==> config.mk <==
export PLATFORM = sky130hd
export DESIGN_NAME = marked_frame_receiver
export DESIGN_NICKNAME = d
export VERILOG_FILES = /design/src/hw/rtl/mfr_pkg.sv /design/src/hw/rtl/mfr_cell.sv /design/src/hw/rtl/mfr_ctrl.sv /design/src/hw/rtl/marked_frame_receiver.sv
export SDC_FILE = /design/constraint.sdc
export NUM_CORES = 1
export LEC_CHECK = 0
export ABC_CLOCK_PERIOD_IN_PS = 11300
export BUFFER_PORTS_ARGS = -buffer_cell sky130_fd_sc_hd__buf_2
export CORE_UTILIZATION = 45
export DETAILED_ROUTE_END_ITERATION = 10
export GPL_TIMING_DRIVEN = 0
export HOLD_SLACK_MARGIN = 0.1
export PLACE_DENSITY = 0.69
export SETUP_SLACK_MARGIN = 0.3
export SYNTH_ARGS = -nofsm -noshare
export SYNTH_HDL_FRONTEND = slang
export SYNTH_SLANG_ARGS = --single-unit
==> constraint.sdc <==
create_clock -name clock -period 11.3 [get_ports clock]
set_input_delay 2.26 -clock clock [delete_from_list [all_inputs] [get_ports clock]]
set_output_delay 2.26 -clock clock [all_outputs]
set_load 0.02 [all_outputs]
==> src/hw/rtl/mfr_pkg.sv <==
`timescale 1ns / 1ps
`default_nettype none

package mfr_pkg;

   // Frame geometry: the start marker is byte 0, the end marker is the last byte.
   localparam int FRAME_BYTES   = 16;
   localparam int PAYLOAD_CELLS = FRAME_BYTES - 2;
   localparam int COUNT_BITS    = $clog2(FRAME_BYTES);

   localparam logic [COUNT_BITS-1:0] LAST_POS = COUNT_BITS'(FRAME_BYTES - 1);
   localparam logic [COUNT_BITS-1:0] FIRST_POS = COUNT_BITS'(1);

   // Configuration register map.
   localparam int CSR_INDEX_BITS = 2;
   localparam logic [CSR_INDEX_BITS-1:0] CSR_START_MARKER = CSR_INDEX_BITS'(0);
   localparam logic [CSR_INDEX_BITS-1:0] CSR_END_MARKER   = CSR_INDEX_BITS'(1);

   localparam logic [7:0] START_MARKER_RESET = 8'd36;
   localparam logic [7:0] END_MARKER_RESET   = 8'd35;

   // Control handed from the frame sequencer to the datapath.
   typedef struct packed {
      logic shift_en;   // Shift the accepted byte into the cell chain.
      logic last_pos;   // The next byte is the last byte of the frame.
      logic complete;   // The accepted byte closes a frame with a good end marker.
   } ctrl_type;

endpackage

`default_nettype wire

==> src/hw/rtl/mfr_cell.sv <==
`timescale 1ns / 1ps
`default_nettype none

module mfr_cell (
   input  wire logic       clock,
   input  wire logic       shift_en,
   input  wire logic [7:0] data_in,
   output logic      [7:0] data_out
);

   logic [7:0] data_ff;
   logic [7:0] data_in_mux;

   // Take the neighbor's byte whenever the chain advances.
   always_comb begin
      data_in_mux = shift_en ? data_in : data_ff;
   end

   always_ff @(posedge clock) begin
      data_ff <= data_in_mux;
   end

   assign data_out = data_ff;

endmodule

`default_nettype wire

==> src/hw/rtl/mfr_ctrl.sv <==
`timescale 1ns / 1ps
`default_nettype none

module mfr_ctrl (
   input  wire logic                                clock,
   input  wire logic                                reset,
   input  wire logic                                csr_valid,
   input  wire logic [mfr_pkg::CSR_INDEX_BITS-1:0]  csr_index,
   input  wire logic [7:0]                          csr_wdata,
   input  wire logic                                byte_accept,
   input  wire logic [7:0]                          rx_byte,
   output mfr_pkg::ctrl_type                        ctrl
);

   import mfr_pkg::*;

   logic                  in_frame_ff, in_frame_in;
   logic [COUNT_BITS-1:0] count_ff, count_in;
   logic [7:0]            start_marker_ff, start_marker_in;
   logic [7:0]            end_marker_ff, end_marker_in;
   logic                  at_last;

   // Configuration writes; indexes beyond the map are ignored.
   always_comb begin
      start_marker_in = start_marker_ff;
      end_marker_in   = end_marker_ff;
      if (csr_valid) begin
         case (csr_index)
            CSR_START_MARKER: start_marker_in = csr_wdata;
            CSR_END_MARKER:   end_marker_in   = csr_wdata;
            default: ;
         endcase
      end
   end

   assign at_last = in_frame_ff && (count_ff == LAST_POS);

   // Frame sequencer: hunt for the start marker, count payload, check the end.
   always_comb begin
      in_frame_in   = in_frame_ff;
      count_in      = count_ff;
      ctrl.shift_en = 1'b0;
      ctrl.complete = 1'b0;
      ctrl.last_pos = at_last;
      if (byte_accept) begin
         if (!in_frame_ff) begin
            if (rx_byte == start_marker_ff) begin
               in_frame_in = 1'b1;
               count_in    = FIRST_POS;
            end
         end else if (!at_last) begin
            ctrl.shift_en = 1'b1;
            count_in      = count_ff + COUNT_BITS'(1);
         end else begin
            in_frame_in   = 1'b0;
            count_in      = '0;
            ctrl.complete = (rx_byte == end_marker_ff);
         end
      end
   end

   always_ff @(posedge clock) begin
      if (reset) begin
         in_frame_ff     <= 1'b0;
         count_ff        <= '0;
         start_marker_ff <= START_MARKER_RESET;
         end_marker_ff   <= END_MARKER_RESET;
      end else begin
         in_frame_ff     <= in_frame_in;
         count_ff        <= count_in;
         start_marker_ff <= start_marker_in;
         end_marker_ff   <= end_marker_in;
      end
   end

endmodule

`default_nettype wire

==> src/hw/rtl/marked_frame_receiver.sv <==
// A result is registered and shown on the rsp_ ports in the cycle after the frame's last byte is taken.
// Throughput: one byte per cycle while req_stall is low; the chain of payload cells shifts once per payload byte.
// req_stall rises only on a frame's last byte while the previous result still waits.
// Reset (synchronous, active high) clears the sequencer and rsp_valid and sets the markers to their reset values.
// The payload cells are not reset; a frame always refills them before use.
`timescale 1ns / 1ps
`default_nettype none

module marked_frame_receiver (
   input  wire logic                                clock,
   input  wire logic                                reset,
   // Configuration port.
   input  wire logic                                csr_valid,
   output logic                                     csr_ready,
   input  wire logic [mfr_pkg::CSR_INDEX_BITS-1:0]  csr_index,
   input  wire logic [7:0]                          csr_wdata,
   // Received bytes.
   input  wire logic                                req_valid,
   output logic                                     req_stall,
   input  wire logic [7:0]                          req_rx_byte,
   // Decoded frames.
   output logic                                     rsp_valid,
   input  wire logic                                rsp_stall,
   output logic      [31:0]                         rsp_angle_bits,
   output logic      [31:0]                         rsp_temperature_bits,
   output logic      [31:0]                         rsp_speed_bits,
   output logic      [7:0]                          rsp_direction_byte,
   output logic      [7:0]                          rsp_sequence_byte
);

   import mfr_pkg::*;

   ctrl_type   ctrl;
   logic       req_accept;
   logic [7:0] cell_q [PAYLOAD_CELLS];
   logic [7:0] cell_d [PAYLOAD_CELLS];

   logic        rsp_valid_ff, rsp_valid_in;
   logic [31:0] angle_ff, angle_in;
   logic [31:0] temperature_ff, temperature_in;
   logic [31:0] speed_ff, speed_in;
   logic [7:0]  direction_ff, direction_in;
   logic [7:0]  sequence_ff, sequence_in;

   // Configuration writes never wait.
   assign csr_ready = 1'b1;

   // Only the closing byte needs room in the output register.
   assign req_stall  = ctrl.last_pos && rsp_valid_ff && rsp_stall;
   assign req_accept = req_valid && !req_stall;

   mfr_ctrl u_ctrl (
      .clock       (clock),
      .reset       (reset),
      .csr_valid   (csr_valid),
      .csr_index   (csr_index),
      .csr_wdata   (csr_wdata),
      .byte_accept (req_accept),
      .rx_byte     (req_rx_byte),
      .ctrl        (ctrl)
   );

   // Chain of payload cells: cell 0 takes the new byte, the oldest sits at the far end.
   genvar gi;
   generate
      for (gi = 0; gi < PAYLOAD_CELLS; gi++) begin : g_cell
         if (gi == 0) begin : g_head
            assign cell_d[gi] = req_rx_byte;
         end else begin : g_link
            assign cell_d[gi] = cell_q[gi-1];
         end
         mfr_cell u_cell (
            .clock    (clock),
            .shift_en (ctrl.shift_en),
            .data_in  (cell_d[gi]),
            .data_out (cell_q[gi])
         );
      end
   endgenerate

   // Output register: frame byte n lives in cell PAYLOAD_CELLS - n.
   always_comb begin
      rsp_valid_in   = rsp_valid_ff && rsp_stall;
      angle_in       = angle_ff;
      temperature_in = temperature_ff;
      speed_in       = speed_ff;
      direction_in   = direction_ff;
      sequence_in    = sequence_ff;
      if (ctrl.complete) begin
         rsp_valid_in   = 1'b1;
         angle_in       = {cell_q[10], cell_q[11], cell_q[12], cell_q[13]};
         temperature_in = {cell_q[6], cell_q[7], cell_q[8], cell_q[9]};
         speed_in       = {cell_q[2], cell_q[3], cell_q[4], cell_q[5]};
         direction_in   = cell_q[1];
         sequence_in    = cell_q[0];
      end
   end

   always_ff @(posedge clock) begin
      if (reset) begin
         rsp_valid_ff <= 1'b0;
      end else begin
         rsp_valid_ff <= rsp_valid_in;
      end
   end

   always_ff @(posedge clock) begin
      angle_ff       <= angle_in;
      temperature_ff <= temperature_in;
      speed_ff       <= speed_in;
      direction_ff   <= direction_in;
      sequence_ff    <= sequence_in;
   end

   assign rsp_valid            = rsp_valid_ff;
   assign rsp_angle_bits       = angle_ff;
   assign rsp_temperature_bits = temperature_ff;
   assign rsp_speed_bits       = speed_ff;
   assign rsp_direction_byte   = direction_ff;
   assign rsp_sequence_byte    = sequence_ff;

endmodule

`default_nettype wire

After elaboration in Yosys (flattened, before gate mapping) --
Cells that the tools add are included. Widths: inputs -> output; s select.
Cells by class: $mul 0, multiplexer cells 12, divide/modulo/power cells 0, add/sub/neg operators 1, equality and inequality tests 4, shifts and indexed selects 0, magnitude comparators 0, bitwise logic cells 0, reduce and logical (&&, ||, !) cells 11
Operators by type and width (count):
- $eq 8x8->1 | 2
- $mux 4 | 3
- $mux 1 | 9
- $reduce_and 2->1 | 3
- $logic_and 1x1->1 | 5
- $add 4x1->4 const B | 1
- $eq 4x4->1 const B | 1
- $eq 2x1->1 const B | 1
- $logic_not 2->1 | 1
- $reduce_bool 2->1 | 1
- $logic_not 1->1 | 1
Storage, ports and cells: word-level logic and storage cells 52, memory bits (writable) 0, memories 0, bits in latches 0, bits in read-only memories 0, output and inout bits 115, register bits after elaboration 246, input bits 23

Longest topological paths before layout --
Gate-level depths: netlist (run 1).
word-level depth 8, gate-level depth with buffers 6, gate-level depth less buffers 6

Hierarchy --
Synthesis (run 1) repeated with hierarchy kept, for this count alone.
Unflattened totals: cell total of the unflattened synthesis 347, area, all modules 7851.3 sq um
By module, submodules not included:
- marked_frame_receiver | area an instance 3423.3 sq um, sequential area each 3383.2 sq um, cells an instance 119, times used 1
- mfr_cell | area an instance 240.2 sq um, sequential area each 240.2 sq um, cells an instance 8, times used 14
- mfr_ctrl | area an instance 1064.8 sq um, sequential area each 420.4 sq um, cells an instance 116, times used 1

Least setup slack after synthesis (run 1) --
No wires, ideal clock.
path kind input to register, start input port req_rx_byte[6], end register angle_ff[0], in the netlist rsp_angle_bits[0], enable pin, setup slack 0.146 ns, setup time 0.721 ns, required time 10.579 ns, cell stages on the path 4, data arrival time 10.433 ns, buffers on the path 0, cells stage by stage xor2_1 -> nor4_1 -> nand2_1 -> nor3_1
RTL lines:
- start, declared | line marked_frame_receiver.sv:20 | input wire logic [7:0] req_rx_byte,
- end signal, assigned | line marked_frame_receiver.sv:108 | angle_ff <= angle_in;
- end, declared | line marked_frame_receiver.sv:39 | logic [31:0] angle_ff, angle_in;

Final worst setup path (run 1) --
start input port rsp_stall, end output port req_stall
Between the ends: longest elaborated chain between the ends 1
RTL lines:
- start, declared | line marked_frame_receiver.sv:23 | input wire logic rsp_stall,
- $logic_and 1x1->1 | line marked_frame_receiver.sv:49 | assign req_stall = ctrl.last_pos && rsp_valid_ff && rsp_stall;
- end, declared | line marked_frame_receiver.sv:19 | output logic req_stall,
No other way between the ends.

==> results of run 1 <==
[power groups by stage]
stage	registers, mW	clock network [mW]	logic, mW
2_1_floorplan	1.00	0	0.0108
3_3_place_gp	1.00	0	0.0182
3_5_place_dp	1.00	0	0.0190
4_1_cts	0.982	0.803	0.0191
5_1_grt	0.982	0.837	0.0209
6_report	0.982	0.784	0.0190
[critical path, delay by kind of cell]
family	cells	cell delay, ns
buffers and inverters	3	0.36
and+or+nand+nor	2	0.43
[sequential cells by signal (all words and copies together), names as in the netlist, 8 cells and up]
register                flops
g_cell.u_cell.data_out    112
rsp_angle_bits             32
rsp_temperature_bits       32
u_ctrl.start_marker_ff      8
rsp_sequence_byte           8
rsp_direction_byte          8
u_ctrl.end_marker_ff        8
rsp_speed_bits             32
[worst max-delay path by stage]
stage / cells past startpoint / start / slack, ns / to
2_1_floorplan: 4 / req_rx_byte[6] / 3.61 / rsp_angle_bits[0]
3_3_place_gp: 3 / req_valid / 1.27 / g_cell[13].u_cell.data_out[6]
3_5_place_dp: 5 / rsp_stall / 5.99 / req_stall
4_1_cts: 5 / rsp_stall / 5.99 / req_stall
5_1_grt: 5 / rsp_stall / 5.92 / req_stall
6_report: 5 / rsp_stall / 5.99 / req_stall
[final cells by class]
cell class / instances / area share [%]
buffer: 5 / 0.255
clock buffer: 30 / 7.00
clock inverter: 18 / 1.22
inverter: 3 / 0.115
multi-input combinational: 93 / 6.74
sequential: 246 / 73.0
tap: 220 / 2.80
timing repair buffer: 144 / 8.87
[metrics by stage]
step / area (µm²) / util [%] / std cells
global route: 9820 / 58.4 / 759
detailed placement: 9010 / 53.6 / 711
global placement: 8800 / 52.3 / 702
floorplan: 7850 / - / 347
finish: 9820 / 58.4 / 759
CTS: 9820 / 58.4 / 759
[cell families (layout without fill, tap and decap cells)]
group                      Yosys count  count (layout)  share of synthesized area (%)
AOI/OAI and AO/OA                   16              16                           1.51
xor gates and xnor gates            16              16                           1.79
adders and majority gates            1               1                          0.159
buffers and inverters                8             200                          0.463
DFF                                246             246                           91.3
muxes                               17              17                           2.17
other                                1               1                         0.0478
and+or+nand+nor                     42              42                           2.52
[placed cells by master, fill, tap and decap left out, types with 2 or more instances in the layout]
master	netlist	final
clkbuf_1	2	5
buf_2	2	137
a31oi_1	3	3
buf_16	0	4
dfxtp_1	22	22
nor4_1	3	3
o311ai_0	3	3
inv_1	3	3
clkinv_1	0	6
mux2i_1	17	17
buf_8	0	3
edfxtp_1	224	224
buf_12	0	2
nand4_1	3	3
clkinv_2	0	7
o21ai_0	3	3
xor2_1	8	8
nor2_1	16	15
nand3_1	2	2
nand2_1	11	11
xnor2_1	8	8
clkinvlp_4	0	2
clkbuf_16	0	27
[per-layer routing]
layer / track usage, % / vias to the layer above
met5: 0 / -
met4: 5.31 / 0
met3: 3.78 / 36
met2: 22.8 / 158
met1: 17.3 / 1812
li1: - / 1702
==> results.txt, run 1 <==
Bufs on Longest Clock Path: 3
Outcome: completed
Register-to-register setup slack: 8.66 ns
Clock power share: 43.9%
Initial DRC count: 223
Core area: 0.0168 mm²
CP Class: in -> out
Clock Pin Slew Worst Setup and Hold Paths: 0.06 ns
Commonest register cell after synthesis: edfxtp_1
Slowest stage delay, CP: 0.33 ns
Final wirelength: 12,400 µm
Cell with the most instances after synthesis: edfxtp_1
Total Routing Usage GR: 13.8%
Total Power: 1.79 mW
Top cells by count, synth: edfxtp_1, dfxtp_1, mux2i_1
Minimum clock period: 5.31 ns
TritonCTS clock tree: yes
Std cell rows: 47
DP HPWL: 8140 µm
Gate power share: 1.1%
Post-synth cell types: 33
Worst skew pair latency: 0.50 ns
CP max-delay cell: or2_2
Yosys top cell area share: 85.7%
Max layer used: met4
Layout Area Growth over Synthesis: 25.1%
Die Y: 134 µm
Synth Warn #: 0
Origin of the critical flop-to-flop path: u_ctrl.end_marker_ff[6]
Syn Inst Count: 347
Synthesized net count: 371
HP Class: reg -> reg
Synth area leaders: edfxtp_1, dfxtp_1, mux2i_1
Sw frac: 18.9%
Final Slew Violations: 0
IO Pins: 138
Max IR drop VDD: 0.107 mV
N_diodes: 0
P_sw: 0.337 mW
Data required time of the critical path: 9.04 ns
Slew HR: 36.0%
Hold path cells: 0
Worst reg2reg endpoint: rsp_angle_bits[4]
CP dominant cell by count: buf_2
Flops & latches, synth: 246
Ys async rst share: 0%
Multi-input logic area: 662 µm²
PwrDens: 182 mW/mm²
Resize count post-CTS: 0
Met1 Wirelength: 5030 µm
Num CTS Buffers: 26
Initial core utilization: 46.7%
Largest net degree at the start of global routing: 35
Final setup margin: 5.99 ns
Clock skew: 0.00833 ns
Sequential area share after synthesis: 91.3%
Post-CTS Setup Repair Bufs: 0
Hold Path End: rsp_angle_bits[0]
Hold_sp: g_cell[13].u_cell.data_out[0]
Hold Buf Count CTS: 0
Die ar.: 0.0180 mm²
Vias post-DR: 3,708
Drt wl/cell: 16.3 µm
Max-cap violations: 0
Arrival time worst endpoint: 3.05 ns
Clk root buf: clkbuf_16
Final #Nets: 543
H-tree Lvls: 1
Worst setup SP type: input pin
Worst Reg-to-Reg Cells: 6
Die width: 134 µm
Slew @ Worst Pin: 0.957 ns
Final setup vio count: 0
Port Buf Inserts: 135
Wire length on met2: 5930 µm
Drt first pass iters: 4
Vias per Instance: 4.89
Syn avg cell area: 22.6 µm²
Cell-internal power: 1.45 mW
Setup TNS: 0 ns
Initial antenna violation count: 0
DRT antenna net count: 0
CP Cell Sequence: buf_2 -> nand3_1 -> or2_2 -> inv_1 -> buf_2
First-pass GRT wire length: 19,300 µm
Met3 wire length: 1040 µm
Post-Synthesis Cell Area: 0.00785 mm²
Hold Violations, Final: 0
Worst Setup End Kind: primary output
Global route overflow: 0
Worst-path fanout max: 4
CTS Sinks: 246
Largest area contributor in the netlist: edfxtp_1
Fill cell count: 1,303
Fmax: 188 MHz
EDFF count, synth: 224
RSZ-0062 raised after global routing: no
Leak: 3.50 nW
Register area: 0.00717 mm²
GP Congestion: 0.732
Final hold slack: 0.421 ns
Post-place setup slack: 5.99 ns
Share of cells above drive strength 1: 35.4%
Reg power frac: 55.0%
Period utilisation layout: 47.0%
Number of global-route vias before repair: 3,702
DRC: 0
Power figures use the tool's default switching activity.
==> run 2, diff against run 1 <==
ABC_AREA = 1   (was unset)
ABC_CLOCK_PERIOD_IN_PS = 4400   (was 11300)
clock period = 4.4 ns   (was 11.3 ns; I/O delays follow)
==> run 2 against run 1 <==
Global-route usage rose by 0.19 points. Flip-flop and latch count did not move. Highest routed layer unchanged. Hold slack got worse by 0.0016 ns. Cell area rose by 0.73%. Combinational power rose to 3.3 times the previous value. Critical endpoint unchanged. First-iteration DRC count fell by 5.8%. Critical path depth fell by 1. Routed wire length rose by 1.5%. Core utilization fell by 1.0 points. Synthesized cell count rose by 12%. Final cell count rose by 5.9%.
==> results.txt, run 2 <==
Register-to-register setup slack: 1.98 ns (was 8.66 ns)
Clock Pin Slew Worst Setup and Hold Paths: 0.06 ns (about the same)
Vias per Instance: 4.66 (was 4.89)
Synth Warn #: 0 (unchanged)
Post-layout util: 57.4% (was 58.4%)
Slowest stage delay, CP: 0.39 ns (was 0.33 ns)
Drt first pass iters: 4 (unchanged)
Largest area contributor in the netlist: edfxtp_1 (unchanged)
Period utilisation layout: 58.6%
Synth area leaders: edfxtp_1, dfxtp_1, nand2_1 (was edfxtp_1, dfxtp_1, mux2i_1)
Total Power: 4.56 mW (was 1.79 mW)
Origin of the critical flop-to-flop path: u_ctrl.count_ff[0] (was u_ctrl.end_marker_ff[6])
CP top delay family: simple AND/OR/NAND/NOR gates (unchanged)
Slew @ Worst Pin: 0.833 ns (was 0.957 ns)
DRT antenna net count: 0 (unchanged)
Port Buf Inserts: 135 (unchanged)
Post-CTS Setup Repair Bufs: 0 (unchanged)
Minimum clock period: 2.58 ns
Post-place setup slack: 1.68 ns (was 5.99 ns)
Post-synth cell types: 25 (was 33)
Core area: 0.0172 mm² (was 0.0168 mm²)
Drt wl/cell: 15.6 µm (was 16.3 µm)
Final setup vio count: 0 (unchanged)
Sw frac: 18.7% (was 18.9%)
Cell-internal power: 3.71 mW (was 1.45 mW)
Clock skew: 0.00812 ns (was 0.00833 ns)
N_diodes: 0 (unchanged)
Post-Synthesis Cell Area: 0.00790 mm² (was 0.00785 mm²)
Final setup margin: 1.82 ns (was 5.99 ns)
Total Routing Usage GR: 14.0% (was 13.8%)
Share of cells above drive strength 1: 33.9% (was 35.4%)
Die ar.: 0.0181 mm² (was 0.0180 mm²)
IO Pins: 138 (unchanged)
Hold_sp: g_cell[13].u_cell.data_out[7] (was g_cell[13].u_cell.data_out[0])
Initial core utilization: 45.8% (was 46.7%)
TritonCTS clock tree: yes (unchanged)
Hold Buf Count CTS: 0 (unchanged)
CTS Sinks: 246 (unchanged)
Hold path cells: 0 (unchanged)
Final wirelength: 12,500 µm (was 12,400 µm)
Crit path buf inv count: 1 (was 3)
Reg power frac: 55.3% (was 55.0%)
Top cells by count, synth: edfxtp_1, nand2_1, dfxtp_1 (was edfxtp_1, dfxtp_1, mux2i_1)
Ys async rst share: 0% (unchanged)
Clock power share: 43.3% (was 43.9%)
Worst reg2reg endpoint: g_cell[13].u_cell.data_out[5] (was rsp_angle_bits[4])
Commonest register cell after synthesis: edfxtp_1 (unchanged)
Worst Reg-to-Reg Cells: 6 (unchanged)
RSZ-0062 raised after global routing: no (unchanged)
Register area: 0.00717 mm² (unchanged)
Data required time of the critical path: 3.52 ns (was 9.04 ns)
Initial DRC count: 210 (was 223)
Number of global-route vias before repair: 3,818 (was 3,702)
Hold Path End: rsp_angle_bits[7] (was rsp_angle_bits[0])
Syn Inst Count: 390 (was 347)
Outcome: completed (unchanged)
DP HPWL: 8460 µm (was 8140 µm)
Syn avg cell area: 20.3 µm² (was 22.6 µm²)
Flops & latches, synth: 246 (unchanged)
Leak: 3.56 nW (was 3.50 nW)
Cell with the most instances after synthesis: edfxtp_1 (unchanged)
PwrDens: 461 mW/mm² (was 182 mW/mm²)
Resize count post-CTS: 0 (unchanged)
Gate power share: 1.4% (was 1.1%)
Max reg flops: 112 (unchanged)
Yosys top cell area share: 85.2% (was 85.7%)
EDFF count, synth: 224 (unchanged)
Max-cap violations: 0 (unchanged)
CP Cell Sequence: ha_1 -> nand4_2 -> nor2_4 -> buf_2 (was buf_2 -> nand3_1 -> or2_2 -> inv_1 -> buf_2)
Worst Setup End Kind: primary output (unchanged)
Initial antenna violation count: 0 (unchanged)
CP max-delay cell: dfxtp_1 (was or2_2)
Worst skew pair latency: 0.49 ns (was 0.50 ns)
Arrival time worst endpoint: 1.70 ns (was 3.05 ns)
Die Y: 134 µm (about the same)
Synthesized net count: 414 (was 371)
Layout Area Growth over Synthesis: 25.2% (was 25.1%)
GP Congestion: 0.830 (was 0.732)
Vias post-DR: 3,748 (was 3,708)
CP Class: reg -> out (was in -> out)
Num CTS Buffers: 25 (was 26)
Global route overflow: 0 (unchanged)
First-pass GRT wire length: 19,600 µm (was 19,300 µm)
Slew HR: 44.4% (was 36.0%)
Final hold slack: 0.419 ns (was 0.421 ns)
Bufs on Longest Clock Path: 3 (unchanged)
Clk root buf: clkbuf_16 (unchanged)
Sequential area share after synthesis: 90.7% (was 91.3%)
Multi-input logic area: 691 µm² (was 662 µm²)
Fill cell count: 1,296 (was 1,303)
P_sw: 0.855 mW (was 0.337 mW)
Worst setup SP type: register (was input pin)
Worst-path fanout max: 4 (unchanged)
Std cell rows: 48 (was 47)
DRC: 0 (unchanged)
HP Class: reg -> reg (unchanged)
Fmax: 388 MHz
Final #Nets: 585 (was 543)
Most common cell after layout, fill and taps aside: edfxtp_1 (unchanged)
Max IR drop VDD: 0.277 mV (was 0.107 mV)
Die width: 134 µm (about the same)
Largest net degree at the start of global routing: 32 (was 35)
Hold Violations, Final: 0 (unchanged)
H-tree Lvls: 1 (unchanged)
Most frequent cells in the layout: edfxtp_1, buf_2, nand2_1 (was edfxtp_1, buf_2, clkbuf_16)
Final Slew Violations: 0 (unchanged)
run 2: changes by cell type after synthesis, moves of 5 or more:
cell     previous run  this run
nand2_1            11        46
mux2i_1            17         0
inv_1               3        18
a21oi_1             1        13
nand3_1             2        11
o21ai_0             3         8
xor2_1              8         3
run 2: through the flow:
stage / cell area, µm² / setup TNS, ns / cells
global placement: 8910 / -144.36 / 750
CTS: 9890 / 0 / 804
floorplan: 7950 / 0 / 390
detailed placement: 9110 / 0 / 759
global route: 9890 / 0 / 804
finish: 9890 / 0 / 804
run 2: area by class of cell:
cell class | instances | share of cell area, %
flip-flops and latches | 246 | 72.5
repair buffers | 144 | 8.86
multi-input cells | 122 | 6.98
clock buffers | 29 | 6.48
well taps | 225 | 2.85
clock inverters | 16 | 1.39
inverters | 19 | 0.721
plain buffers | 3 | 0.253
run 2: cell families (layout without fill, tap and decap cells):
group	Yosys count	count (layout)	synth area share [%]
compound gates	23	23	1.52
xor+xnor	13	13	1.44
fa+ha+maj	1	1	0.158
buf+inv	22	211	1.22
flops	246	246	90.7
other cells	1	1	0.0475
simple gates	84	84	4.86
run 2: worst register-to-register path: cells and delay by family (launching register included):
family / cells / cell delay (ns)
fa+ha+maj: 1 / 0.25
buf+inv: 2 / 0.52
flops: 1 / 0.34
simple gates: 3 / 0.98
run 2: layer usage:
layer	wire, µm	vias up	track usage, %
li1	-	1793	-
met1	5280	1799	17.8
met2	6090	129	23.6
met3	896	27	3.42
met4	275	0	4.56
met5	0	-	0
run 2: how the worst max path moves through the flow:
| stage | cells after the start | end | from |
|---|---|---|---|
| 4_1_cts | 4 | req_stall | u_ctrl.count_ff[0] |
| 6_report | 4 | req_stall | u_ctrl.count_ff[0] |
| 5_1_grt | 4 | req_stall | u_ctrl.count_ff[0] |
| 3_3_place_gp | 5 | rsp_angle_bits[7] | req_rx_byte[4] |
| 2_1_floorplan | 4 | rsp_angle_bits[0] | req_rx_byte[7] |
| 3_5_place_dp | 7 | rsp_angle_bits[7] | req_rx_byte[5] |
run 2: power groups by stage:
stage | registers (mW) | clock network [mW] | logic, mW
finish | 2.53 | 1.97 | 0.0635
global route | 2.52 | 2.11 | 0.0709
CTS | 2.52 | 2.03 | 0.0635
detailed placement | 2.57 | 0 | 0.0628
global placement | 2.57 | 0 | 0.0604
floorplan | 2.57 | 0 | 0.0384
==> run 3, diff against run 2 <==
ABC_CLOCK_PERIOD_IN_PS = 2200   (was 4400)
clock period = 2.2 ns   (was 4.4 ns; I/O delays follow)
==> run 3 against run 2 <==
Critical path depth is the same. Clock skew up 0.0016 ns. Routed wire length up 5.3%. Sequential share of layout area is 2.5 points lower. Critical path type unchanged. Critical endpoint unchanged. Highest routed layer unchanged.
==> results.txt, run 3 (synthesized netlist as in run 2, its figures left out) <==
Clk root buf: clkbuf_16 (unchanged)
Fmax: 525 MHz
Final wirelength: 13,200 µm (was 12,500 µm)
Max-cap violations: 0 (unchanged)
N_diodes: 0 (unchanged)
Number of global-route vias before repair: 3,939 (was 3,818)
Slew HR: 50.7% (was 44.4%)
Largest net degree at the start of global routing: 35 (was 32)
Origin of the critical flop-to-flop path: u_ctrl.count_ff[1] (was u_ctrl.count_ff[0])
Arrival time worst endpoint: 1.46 ns (was 1.70 ns)
Total Routing Usage GR: 14.5% (was 14.0%)
Worst Setup End Kind: primary output (unchanged)
Drt wl/cell: 15.9 µm (was 15.6 µm)
Max reg flops: 112 (unchanged)
Num CTS Buffers: 24 (was 25)
Most common cell after layout, fill and taps aside: edfxtp_1 (unchanged)
Register-to-register setup slack: 0.32 ns (was 1.98 ns)
Period utilisation layout: 86.5%
CP max-delay cell: dfxtp_2 (was dfxtp_1)
HP Class: in -> reg (was reg -> reg)
Slew @ Worst Pin: 0.738 ns (was 0.833 ns)
Worst Reg-to-Reg Cells: 9 (was 6)
Final #Nets: 614 (was 585)
Bufs on Longest Clock Path: 3 (unchanged)
Max IR drop VDD: 0.579 mV (was 0.277 mV)
Worst reg2reg endpoint: rsp_temperature_bits[6] (was g_cell[13].u_cell.data_out[5])
CP startpoint: u_ctrl.count_ff[1] (was u_ctrl.count_ff[0])
Die Y: 134 µm (unchanged)
Share of cells above drive strength 1: 37.7% (was 33.9%)
Die width: 134 µm (unchanged)
Final setup vio count: 0 (unchanged)
Core area: 0.0172 mm² (unchanged)
Final Slew Violations: 0 (unchanged)
GP Congestion: 0.820 (was 0.830)
Initial antenna violation count: 0 (unchanged)
Vias post-DR: 3,920 (was 3,748)
Initial core utilization: 45.8% (unchanged)
Outcome: completed (unchanged)
Clock Pin Slew Worst Setup and Hold Paths: 0.07 ns (was 0.06 ns)
Final instance area: 0.0102 mm² (was 0.00989 mm²)
Data required time of the critical path: 1.76 ns (was 3.52 ns)
Slowest stage delay, CP: 0.35 ns (was 0.39 ns)
Placed instance area: 0.00913 mm² (was 0.00911 mm²)
Initial DRC count: 171 (was 210)
Fill cell count: 1,300 (was 1,296)
Max layer used: met4 (unchanged)
TritonCTS clock tree: yes (unchanged)
Setup TNS: 0 ns (unchanged)
CP Class: reg -> out (unchanged)
H-tree Lvls: 1 (unchanged)
Final setup margin: 0.297 ns (was 1.82 ns)
Met1 Wirelength: 5480 µm (was 5280 µm)
IO Pins: 138 (unchanged)
Crit path to: req_stall (unchanged)
Drt first pass iters: 4 (unchanged)
Post-place setup slack: -0.188 ns (was 1.68 ns)
Global route overflow: 0 (unchanged)
DP HPWL: 8260 µm (was 8460 µm)
CP Cell Sequence: ha_4 -> nand4_4 -> nor2_4 -> buf_6 (was ha_1 -> nand4_2 -> nor2_4 -> buf_2)
Die ar.: 0.0181 mm² (unchanged)
Met3 wire length: 988 µm (was 896 µm)
Hold Violations, Final: 0 (unchanged)
First-pass GRT wire length: 20,300 µm (was 19,600 µm)
DRT antenna net count: 0 (unchanged)
Worst skew pair latency: 0.50 ns (was 0.49 ns)
CTS Sinks: 246 (unchanged)
Post-layout util: 59.5% (was 57.4%)
Layout Area Growth over Synthesis: 29.8% (was 25.2%)
Worst setup SP type: register (unchanged)
Port Buf Inserts: 135 (unchanged)
Clock skew: 0.00970 ns (was 0.00812 ns)
RSZ-0062 raised after global routing: yes (was no)
Wire length on met2: 6440 µm (was 6090 µm)
PwrDens: 899 mW/mm² (was 461 mW/mm²)
Vias per Instance: 4.71 (was 4.66)
Std cell rows: 48 (unchanged)
Leak: 3.74 nW (was 3.56 nW)
DRC: 0 (unchanged)
Minimum clock period: 1.90 ns
Worst-path fanout max: 4 (unchanged)
Hold Buf Count CTS: 0 (unchanged)
Most frequent cells in the layout: edfxtp_1, buf_2, nand2_1 (unchanged)
run 3: cell count changes in the layout (fill, tap and decap cells not counted), sizes merged:
| cell | change |
|---|---|
| clkinv | +2 |
| bufinv | +1 |
| clkinvlp | -1 |
| buf | +27 |
| inv | -1 |
| nor2 | +1 |
run 3: how the worst min path moves through the flow:
stage / start / end / slack, ns / cells past startpoint
final: csr_wdata[5] / u_ctrl.end_marker_ff[5] / 0.16 / 3
after global routing: csr_wdata[5] / u_ctrl.end_marker_ff[5] / 0.15 / 3
after CTS: csr_wdata[0] / u_ctrl.end_marker_ff[0] / 0.14 / 3
after detailed placement: g_cell[13].u_cell.data_out[6] / rsp_angle_bits[6] / 0.41 / 0
after global placement: g_cell[13].u_cell.data_out[7] / rsp_angle_bits[7] / 0.40 / 0
after floorplan: g_cell[13].u_cell.data_out[0] / rsp_angle_bits[0] / 0.40 / 0
run 3: cell type report:
cell class                 instances  area (µm²)  area share [%]
clock inverter                    17         163            1.59
buffer                             3        25.0           0.244
timing repair buffer             173        1210            11.8
sequential                       246        7170            70.0
tap                              225         282            2.75
clock buffer                      27         633            6.18
inverter                          19        71.3           0.696
multi-input combinational        123         688            6.71
run 3: routing by layer:
layer	up-vias	GRT usage, %
li1	1853	-
met1	1885	18.6
met5	-	0
met3	29	3.72
met2	153	24.4
met4	0	4.99
run 3: timing repair:
item | in CTS | in global routing
endpoints found under the setup margin | 200 | 92
buffers inserted | 18 | 7
gates cloned | 2 | 2
gates resized for setup | 8 | 3
pin swaps | 3 | 3
run 3: worst max-delay path: cells and delay by family, from the launching register on:
kind	cells	cell delay [ns]
adder cells (fa/ha/maj)	1	0.15
flip-flops	1	0.35
buffers and inverters	1	0.14
AND/OR/NAND/NOR	2	0.31
run 3: power breakdown:
| part | internal (mW) | switching [mW] |
|---|---|---|
| registers | 5.04 | 0.00992 |
| clock network | 2.42 | 1.62 |
| logic | 0.0512 | 0.0724 |
| total | 7.51 | 1.71 |
run 3: through the flow:
step                      power, mW  cells  hold slack [ns]
after floorplan                5.22    390            0.400
after global placement         5.26    750            0.404
after CTS                      9.33    824            0.143
after global routing           9.50    833            0.153
final                          9.22    833            0.158
after detailed placement       5.27    760            0.408
